<file path="src/design/assert_macros.svh">
// assertion helpers for the matrix polynomial core
`ifndef ASSERT_MACROS_SVH
`define ASSERT_MACROS_SVH
`ifndef SYNTHESIS
`define MPE_ASSERT(label, prop) \
  label: assert property (@(posedge clk_i) disable iff (!rst_ni) prop) \
    else $error("assertion failed");
`define MPE_ASSERT_RST(label, prop) \
  label: assert property (@(posedge clk_i) prop) else $error("assertion failed");
`else
`define MPE_ASSERT(label, prop)
`define MPE_ASSERT_RST(label, prop)
`endif
`endif

</file>
<file path="src/design/mpe_ram.sv">
module mpe_ram #(
  parameter int unsigned Depth = 64,
  parameter int unsigned Width = 32
) (
  input  logic                     clk_i,
  input  logic                     we_i,
  input  logic [$clog2(Depth)-1:0] waddr_i,
  input  logic [Width-1:0]         wdata_i,
  input  logic [$clog2(Depth)-1:0] raddr_i,
  output logic [Width-1:0]         rdata_o
);
  logic [Width-1:0] mem [Depth];
  always_ff @(posedge clk_i) begin
    if (we_i) mem[waddr_i] <= wdata_i;
    rdata_o <= mem[raddr_i];
  end
endmodule

</file>
<file path="config.mk">
export PLATFORM = sky130hd
export DESIGN_NAME = mpe_ram
export DESIGN_NICKNAME = d
export VERILOG_FILES = /design/src/design/assert_macros.svh /design/src/design/mpe_ram.sv
export SDC_FILE = /design/constraint.sdc
export NUM_CORES = 2
export LEC_CHECK = 0
export BUFFER_PORTS_ARGS = -buffer_cell sky130_fd_sc_hd__buf_2
export CAP_MARGIN = 10
export CORE_MARGIN = 2
export CORE_UTILIZATION = 49
export DETAILED_ROUTE_END_ITERATION = 8
export PLACE_DENSITY = 0.65
export SYNTH_ARGS = -nofsm -noshare
export SYNTH_HDL_FRONTEND = slang
export SYNTH_SLANG_ARGS = --single-unit
</file>
<file path="constraint.sdc">
create_clock -name clk_i -period 3.93 [get_ports clk_i]
set_input_delay 0.786 -clock clk_i [delete_from_list [all_inputs] [get_ports clk_i]]
set_output_delay 0.786 -clock clk_i [all_outputs]
set_load 0.01 [all_outputs]
</file>
==> key figures <==
Worst hold path
  • Hold/Removal Path Class: input pin to register

Global route
  • Initial antenna violation count: 12
  • Total global-route track usage: 24.23%
  • Total grt overflow: 0
  • Global Route met1 Usage: 35.23%
  • GR Util met3: 5.134%
  • First-pass GRT wire length: 276.0 mm
  • GRT busiest layer: met2
  • Largest net degree at the start of global routing: 65
  • Vias in the first global route: 36900
  • Grt met2 use: 37.52%

Timing
  • Period utilization: 73.39%
  • Fin. Hold Viols: 0
  • Setup TNS: 0 ps
  • Peak Freq: 346.7 MHz
  • # setup viols final: 0
  • Rel. slew slack: 17.93%
  • Hold WS: 371.1 ps
  • Fin. max-slew vios: 0
  • Unrepaired setup endpoints after global routing: false
  • Worst Tran Pin Value: 1231 ps
  • Setup ws final: 1046 ps
  • Max Clock Skew: 23.87 ps
  • Post-layout min period: 2884 ps

Critical path
  • Critical path origin: raddr_i[0]
  • CP most frequent cell: mux4_2
  • Critical Path End: rdata_o[24]
  • CP delay by family, top: multiplexers
  • Critical path cell sequence: buf_8 -> buf_12 -> mux4_2 -> mux4_2 -> o22ai_1 -> nor2_1
  • CP max stage delay: 570 ps
  • Worst path buffer plus inverter count: 2
  • WP data required: 4580 ps
  • Setup crit end kind: register
  • CP max FO: 58
  • Reg2reg end: rdata_o[24]
  • Arr. time, crit path: 3540 ps
  • WS Path Type: input pin to register
  • Reg-to-reg setup timing slack: 1670 ps
  • Worst flop-to-flop path startpoint: mem[7][24]
  • Reg2Reg Depth: 4
  • Critical path depth: 6
  • Setup crit start kind: input pin
  • Critical-path top delay cell: mux4_2

Yosys
  • Yosys reg bits: 2080
  • Synthesized Nets: 3370
  • Primary FF master, synth: edfxtp_1
  • Synth unique cells: 34
  • EDFF count, synth: 2048
  • Syn avg cell area: 23.62 µm²
  • Synth Instances: 3324
  • Sequential share of the synthesized area: 79.14%
  • Synth warn: 0
  • Cell Area, Synth: 78520 µm²
  • Largest area contributor in the netlist: edfxtp_1
  • Post-synth top area share: 78.33%
  • FFs w/ async S/R, synth: 0%
  • Synth area leaders: edfxtp_1 (78%), mux4_2 (16%), mux2i_1 (1.2%)

Pwr
  • Flop pwr share: 54.3%
  • Int Pwr: 35.92 mW
  • VDD IR-drop max: 0.0004591 V
  • Clk pwr share: 40.9%
  • Power Density: 506.4 nW/µm²
  • Pleak: 28.02 nW
  • Power Total: 45.48 mW
  • Switch Pwr: 9.556 mW
  • Logic pwr share: 4.9%
  • Sw Share: 21.01%

Clocking
  • Worst-path clk slew: 60 ps
  • Post-CTS Hold Buffers: 0
  • Clock Latency Late Sink: 820 ps
  • Clock root buffer: clkbuf_16
  • H-tree levels: 4
  • Clk buf depth: 3
  • Post_cts resized: 0
  • CTS Sinks: 2080
  • Total CTS buffers: 202
  • Clock tree from TritonCTS: done
  • Setup bufs post-CTS: 0

Placed design
  • Post-DP HPWL: 105.5 mm
  • Placed inst area: 83400 µm²
  • Port Buffer Count: 77
  • Post-place setup slack: 180.7 ps
  • GP Congestion: 0.7700

Drt
  • DR iter-0 viols: 4763
  • Routed WL per cell: 33.38 µm
  • Via count: 37270
  • Routed wire length: 196.0 mm
  • Antenna Nets Post-Route: 0
  • DR vias/cell: 6.347
  • DRC: 0
  • Pre-antenna DRT Iters: 5

Floorplan
  • Core area: 158700 µm²
  • Die H: 404.3 µm
  • I/O pin total: 78
  • Die Wd: 404.3 µm
  • Die Area: 163500 µm²
  • FP Rows: 146
  • Initial Utilization: 49.46%

Finish
  • Layout cell share with drive strength beyond 1: 30.95%
  • P&R area growth vs syn: 14.36%
  • Fin area: 89790 µm²
  • Fin nets: 3672

Run
  • Max-Cap Viols: 0

Run status
  • Status: complete, no violations
==> cell type report <==
type                       count  area, µm²
fill                       11380      68950
sequential                  2080      62140
multi-input combinational   1062      15980
clock buffer                 272       5492
timing repair buffer         280       2709
tap                         2072       2592
clock inverter               102      868.3
antenna                        5      12.51
==> synth_stat cells, drive strengths merged, types with 12 or more instances <==
cell and count:
edfxtp 2048, mux4 544, nor2 137, buf 108, mux2i 93, o22ai 84
clkbuf 74, a21oi 62, dfxtp 32, o221ai 27, nand2 26, nor2b 15
a22oi 12
==> cells by family (layout without fill, tap and decap cells) <==
family | count (synthesis) | after routing | synth area share, %
AO/OA/AOI/OAI | 202 | 202 | 1.673
flip-flops | 2080 | 2080 | 79.14
multiplexers | 637 | 637 | 16.79
AND/OR/NAND/NOR | 223 | 223 | 1.265
buffers and inverters | 182 | 654 | 1.128
other | 0 | 5 | 0
==> registers in the layout (all words and copies together) (netlist names) <==
register  flops
rdata_o      32
mem        2048
==> worst min path at each step <==
stage / from / end / slack, ps / cells after the start
final: wdata_i[15] / mem[7][15] / 370 / 1
after global routing: wdata_i[15] / mem[4][15] / 360 / 1
after CTS: wdata_i[1] / mem[48][1] / 580 / 1
after detailed placement: mem[29][8] / rdata_o[8] / 780 / 4
after global placement: mem[28][8] / rdata_o[8] / 750 / 4
after floorplan: mem[12][17] / rdata_o[17] / 660 / 4
==> power by group through the flow <==
stage / Combinational (mW) / Clock, mW / Sequential (mW)
2_1_floorplan: 1.19 / 0 / 25.1
6_report: 2.22 / 18.6 / 24.7
3_3_place_gp: 2.22 / 0 / 25.1
5_1_grt: 2.36 / 19.7 / 24.7
3_5_place_dp: 2.25 / 0 / 25.1
4_1_cts: 2.25 / 18.8 / 24.7
==> stage by stage <==
stage / utilization, % / cells
2_1_floorplan: - / 3324
3_3_place_gp: 52.54 / 5493
3_5_place_dp: 52.54 / 5493
4_1_cts: 56.54 / 5867
5_1_grt: 56.56 / 5868
6_report: 56.56 / 5873
==> layout by cell type (no fill, tap or decap), types with 5 or more instances in the layout <==
master / instances
a21oi_1: 62
a22oi_1: 12
a311oi_1: 8
buf_12: 61
buf_2: 73
buf_4: 142
bufinv_16: 10
clkbuf_1: 56
clkbuf_16: 205
clkbuf_8: 11
clkinv_1: 36
clkinv_2: 36
clkinvlp_4: 5
dfxtp_1: 32
diode_2: 5
edfxtp_1: 2048
inv_6: 6
mux2i_1: 93
mux4_2: 544
nand2_1: 26
nand2b_1: 7
nand3_1: 5
nand3b_1: 5
nor2_1: 75
nor2_4: 62
nor2b_1: 15
nor3_1: 5
o221ai_1: 27
o22ai_1: 84
==> worst register-to-register path: stages, from the launching register on <==
cell      delay, ps
edfxtp_1        370
mux4_2          490
mux4_2          470
o22ai_1         560
nor2_1          200
==> per-layer routing <==
metal  part of all wire (%)  wire (µm)
met2                     47      92950
met5                  0.037         72
met4                    2.6       5126
met3                    9.2      17960
met1                     41      79940
No activity file was read; power rests on OpenSTA's default activity.
