--- src/design/assert_macros.svh ---
// assertion helpers for the matrix polynomial core
`ifndef ASSERT_MACROS_SVH
`define ASSERT_MACROS_SVH
`ifndef SYNTHESIS
`define MPE_ASSERT(label, prop) \
  label: assert property (@(posedge clk_i) disable iff (!rst_ni) prop) \
    else $error("assertion failed");
`define MPE_ASSERT_RST(label, prop) \
  label: assert property (@(posedge clk_i) prop) else $error("assertion failed");
`else
`define MPE_ASSERT(label, prop)
`define MPE_ASSERT_RST(label, prop)
`endif
`endif

--- src/design/mpe_pkg.sv ---
package mpe_pkg;
  localparam int unsigned MaxDim    = 8;
  localparam int unsigned MaxDegree = 15;
  localparam int unsigned DimW      = $clog2(MaxDim);
  localparam int unsigned AddrW     = 2 * DimW;
  localparam int unsigned CoefW     = $clog2(MaxDegree + 1);
  localparam logic signed [31:0] QOne = 32'sd65536;

  typedef enum logic [1:0] {
    FuncLoadMat  = 2'd0,
    FuncLoadCoef = 2'd1,
    FuncEval     = 2'd2,
    FuncNone     = 2'd3
  } func_e;

  localparam logic [0:0] RegDimension = 1'b0;
  localparam logic [0:0] RegDegree    = 1'b1;

  typedef struct packed {
    logic [1:0]         func;
    logic [2:0]         row;
    logic [2:0]         col;
    logic [3:0]         coef_index;
    logic signed [31:0] value;
  } in_item_t;

  typedef struct packed {
    logic [2:0]         out_row;
    logic [2:0]         out_col;
    logic signed [31:0] out_value;
    logic               last;
  } out_item_t;

  // saturate a 33-bit sum to 32 bits
  function automatic logic signed [31:0] sat_add(logic signed [31:0] a,
                                                logic signed [31:0] b);
    logic signed [32:0] s;
    s = {a[31], a} + {b[31], b};
    if (s[32] != s[31]) sat_add = s[32] ? 32'sh8000_0000 : 32'sh7fff_ffff;
    else sat_add = s[31:0];
  endfunction

  // round a full product at bit 16 (ties up), then saturate
  function automatic logic signed [31:0] q_round(logic signed [63:0] p);
    logic signed [63:0] r;
    logic signed [47:0] q;
    r = p + 64'sd32768;
    q = r[63:16];
    if (q > 48'sh0000_7fff_ffff) q_round = 32'sh7fff_ffff;
    else if (q < -48'sh0000_8000_0000) q_round = 32'sh8000_0000;
    else q_round = q[31:0];
  endfunction
endpackage

--- src/design/mpe_mac.sv ---
// registered multiply, round/saturate and accumulate
module mpe_mac (
  input  logic               clk_i,
  input  logic               clr_i,
  input  logic               en_i,
  input  logic signed [31:0] a_i,
  input  logic signed [31:0] b_i,
  output logic signed [31:0] acc_o
);
  import mpe_pkg::*;
  logic signed [63:0] prod_q;
  logic signed [31:0] acc_q;
  always_ff @(posedge clk_i) begin
    prod_q <= a_i * b_i;
    if (clr_i) acc_q <= '0;
    else if (en_i) acc_q <= sat_add(acc_q, q_round(prod_q));
  end
  assign acc_o = acc_q;
endmodule

--- config.mk ---
export PLATFORM = sky130hd
export DESIGN_NAME = mpe_mac
export DESIGN_NICKNAME = d
export VERILOG_FILES = /design/src/design/assert_macros.svh /design/src/design/mpe_pkg.sv /design/src/design/mpe_mac.sv
export SDC_FILE = /design/constraint.sdc
export NUM_CORES = 2
export LEC_CHECK = 0
export ABC_AREA = 1
export ABC_CLOCK_PERIOD_IN_PS = 9100
export BUFFER_PORTS_ARGS = -buffer_cell sky130_fd_sc_hd__buf_4
export CAP_MARGIN = 25
export CORE_ASPECT_RATIO = 1.1
export CORE_MARGIN = 2
export CORE_UTILIZATION = 65
export CTS_BUF_LIST = sky130_fd_sc_hd__clkbuf_8
export DETAILED_ROUTE_END_ITERATION = 6
export GPL_TIMING_DRIVEN = 0
export MAX_ROUTING_LAYER = met4
export PLACE_DENSITY = 0.82
export SLEW_MARGIN = 20
export SYNTH_ARGS = -nofsm -noshare
export SYNTH_HDL_FRONTEND = slang
export SYNTH_SLANG_ARGS = --single-unit
--- constraint.sdc ---
create_clock -name clk_i -period 9.1 [get_ports clk_i]
set_input_delay 1.365 -clock clk_i [delete_from_list [all_inputs] [get_ports clk_i]]
set_output_delay 1.365 -clock clk_i [all_outputs]
set_load 0.1 [all_outputs]
==> run_results.csv <==
group,metric,value,unit
cts,clock_latency,0.38,ns
worst_hold_path,hp-start,"acc_o[8]$_SDFFE_PP0P_",
timing,finalSetupViolations,0,
timing,hold_viol,0,
critical_path,critPathMaxStageDelay,0.99,ns
cts,cts_hold_buf,0,
synth,yosys.area.top_type,"fa_1",
floorplanning,initial_core_util,65.8,%
critical_path,crit_fanout,14,
critical_path,cp-start-kind,"input pin",
synth,ys_async_sr_fraction,0,%
final_layout,finalNonFillerCells,6717,
synth,synth_top_family_by_area,"adder cells",
synth,synth.avg_cell_area,7.64,sq um
timing,worst_pin_slew,1.28,ns
place,pre_cts_ws,-1.30,ns
floorplanning,die_h,276,um
synth,ys_ff_latch,81,
synth,syn-cell-area,43700,sq um
synth,yosys.area_share.xor_xnor,2.08,%
flow_run,maxCapViolCount,0,
critical_path,r2r_slack,3.65,ns
final_layout,fin_area,46100,sq um
floorplanning,io_pins,99,
global_routing,grt_pass1_wl,250,mm
critical_path,critPathSlowestCell,"clkbuf_1",
floorplanning,core,66400,sq um
synth,synth_top_area_share,49.5,%
status,status,"finished clean",
synth,synth_flop_cell,"dfxtp_1",
synth,yosys-top-cells-area,"fa_1, inv_1, nand2_1, ha_1, dfxtp_1",
routing,ant_nets,0,
global_routing,grt_max_degree,23,
worst_hold_path,min-delay-path-class,"flop to flop",
global_routing,grt_use_total,51.5,%
place,numPortBuffers,98,
synth,synth_edf_count,0,
cts,htree_levels,3,
final_layout,drive_gt1_share,3.96,%
global_routing,grt_pass1_vias,41235,
final_layout,area_growth,5.53,%
critical_path,path_class,"input pin to flop",
synth,yosys.area_share.simple,17.8,%
timing,fin_crit_sh,99.9,%
cts,clkSinkCount,81,
timing,slew_headroom,14.4,%
timing,timing.fmax,110,MHz
cts,cts.clk_slew.worst_paths,0.08,ns
floorplanning,die_w,251,um
routing,vias_per_cell,5.82,
critical_path,crit_path_start,"a_i[19]",
synth,synth_compound_area_share,4.23,%
global_routing,antenna_found_initial,4,
synth,yosysMostFrequentCell,"inv_1",
timing,worst_slack,0.00928,ns
critical_path,arrival,9.36,ns
cts,cts_buffer_depth,2,
critical_path,cp_top_family,"adder cells",
routing,drtIter0Drc,4495,
routing,drc,0,
synth,yosysSeqAreaShare,3.71,%
routing,drt_wl_total,168,mm
routing,wl_per_cell,25.0,um
critical_path,required,9.37,ns
critical_path,r2r_start,"prod_q[15]$_DFF_P_",
global_routing,overflow,0,
cts,cts_buffers,9,
place,hpwl,140,mm
synth,ys_top_cells_by_count,"inv_1, nand2_1, fa_1, nor2_1, ha_1",
routing,vias,39070,
synth,yosys.area_share.adder,55.6,%
critical_path,endpoint_kind,"flop",
cts,cts_tree,"yes",
synth,synth_cell_type_count,38,
place,place_inst,6684,
floorplanning,die-area,69400,sq um
timing,period_minus_slack,9.09,ns
timing,finalClockSkew,0.0196,ns
floorplanning,rows,99,
critical_path,crit_buf_inv,8,
critical_path,crit_top_cell,"fa_1",
place,place_congestion,1.09,
place,post_dp_cell_area,45600,sq um
synth,synth-warning-count,0,
final_layout,fin_util,69.5,%
final_layout,nets,7211,
synth,synth.area.mux_share,0,%
synth,synthCells,5719,
routing,first_pass_iters,7,
timing,report.final.slew_viol_count,0,
cts,cts-root-buf,"clkbuf_8",
synth,synth_nets,7081,
[per-stage QoR]
| stage | hold WS, ns | TNS (ns) |
|---|---|---|
| after floorplan | 0.825 | 0 |
| after global routing | 0.542 | -0.0822 |
| final | 0.509 | 0 |
| after CTS | 0.512 | 0 |
| after global placement | 0.484 | -12.76 |
| after detailed placement | 0.502 | -14.82 |
[path summary, 6_finish.rpt]
kind                            end  cells past startpoint
max              prod_q[60]$_DFF_P_                     26
min           acc_o[8]$_SDFFE_PP0P_                      2
max reg2reg  acc_o[21]$_SDFFE_PP0P_                     31
min reg2reg   acc_o[8]$_SDFFE_PP0P_                      2
[area by class of cell]
type                    count  area, sq um
plain buffers             201          828
diodes                      5         12.5
clock buffers              10          138
multi-input cells        3716        34900
inverters                1710         6430
clock inverters             6         58.8
flip-flops and latches     81         1620
repair buffers            130         1100
fillers                  5676        20300
well taps                 858         1070
[worst min-delay path, cell delays in order (launching register included)]
cell     delay (ns)
dfxtp_1        0.34
nand2_1        0.07
a21oi_1        0.05
[what timing repair did]
item	4_1_cts	5_1_grt
gates resized for setup	5	67
endpoints found under the setup margin	15	16
setup buffers	0	8
pin swaps	0	1
[layer usage]
layer	routed length, um	GRT usage (%)	part of all wire [%]	vias up
li1	-	-	-	16347
met1	55500	58.9	33	18899
met2	71600	74.9	43	2794
met3	23400	17.0	14	1030
met4	17600	40.0	10	0
met5	0	-	0	-
[state kept, by name (all words and copies together) (netlist names)]
register  count
prod_q       49
acc_o        32
[kinds of logic (layout without fill, tap and decap cells)]
| group | count (synthesis) | count (layout) |
|---|---|---|
| xor gates and xnor gates | 104 | 104 |
| other | 0 | 5 |
| adders and majority gates | 1295 | 1295 |
| DFF | 81 | 81 |
| AOI/OAI and AO/OA | 339 | 339 |
| buffers and inverters | 1922 | 2057 |
| and+or+nand+nor | 1978 | 1978 |
[cell usage in the layout (no fill, tap or decap), types with 5 or more instances in the layout]
master / Yosys / routed
buf_4: 3 / 108
fa_1: 1082 / 1078
o21ai_0: 109 / 109
o21bai_1: 8 / 8
nand4_1: 32 / 32
nand2_2: 5 / 5
buf_6: 0 / 17
clkbuf_2: 0 / 35
nor3_1: 18 / 18
buf_2: 10 / 10
clkbuf_8: 0 / 10
nor4_1: 11 / 10
o21a_1: 12 / 12
xnor2_1: 30 / 30
clkbuf_1: 197 / 150
nor2_2: 7 / 7
a21oi_1: 165 / 165
nand2_1: 1505 / 1505
buf_8: 0 / 7
nor2_1: 302 / 302
nand3_1: 76 / 76
diode_2: 0 / 5
a21boi_0: 9 / 9
a31oi_1: 6 / 6
ha_1: 213 / 213
o211ai_1: 8 / 8
inv_1: 1706 / 1705
or2_2: 10 / 10
xor2_1: 74 / 74
a21o_1: 11 / 11
dfxtp_1: 81 / 81
Power is not shown: default switching activity piles up to over one toggle a cycle in this logic, so the estimate is an artifact.
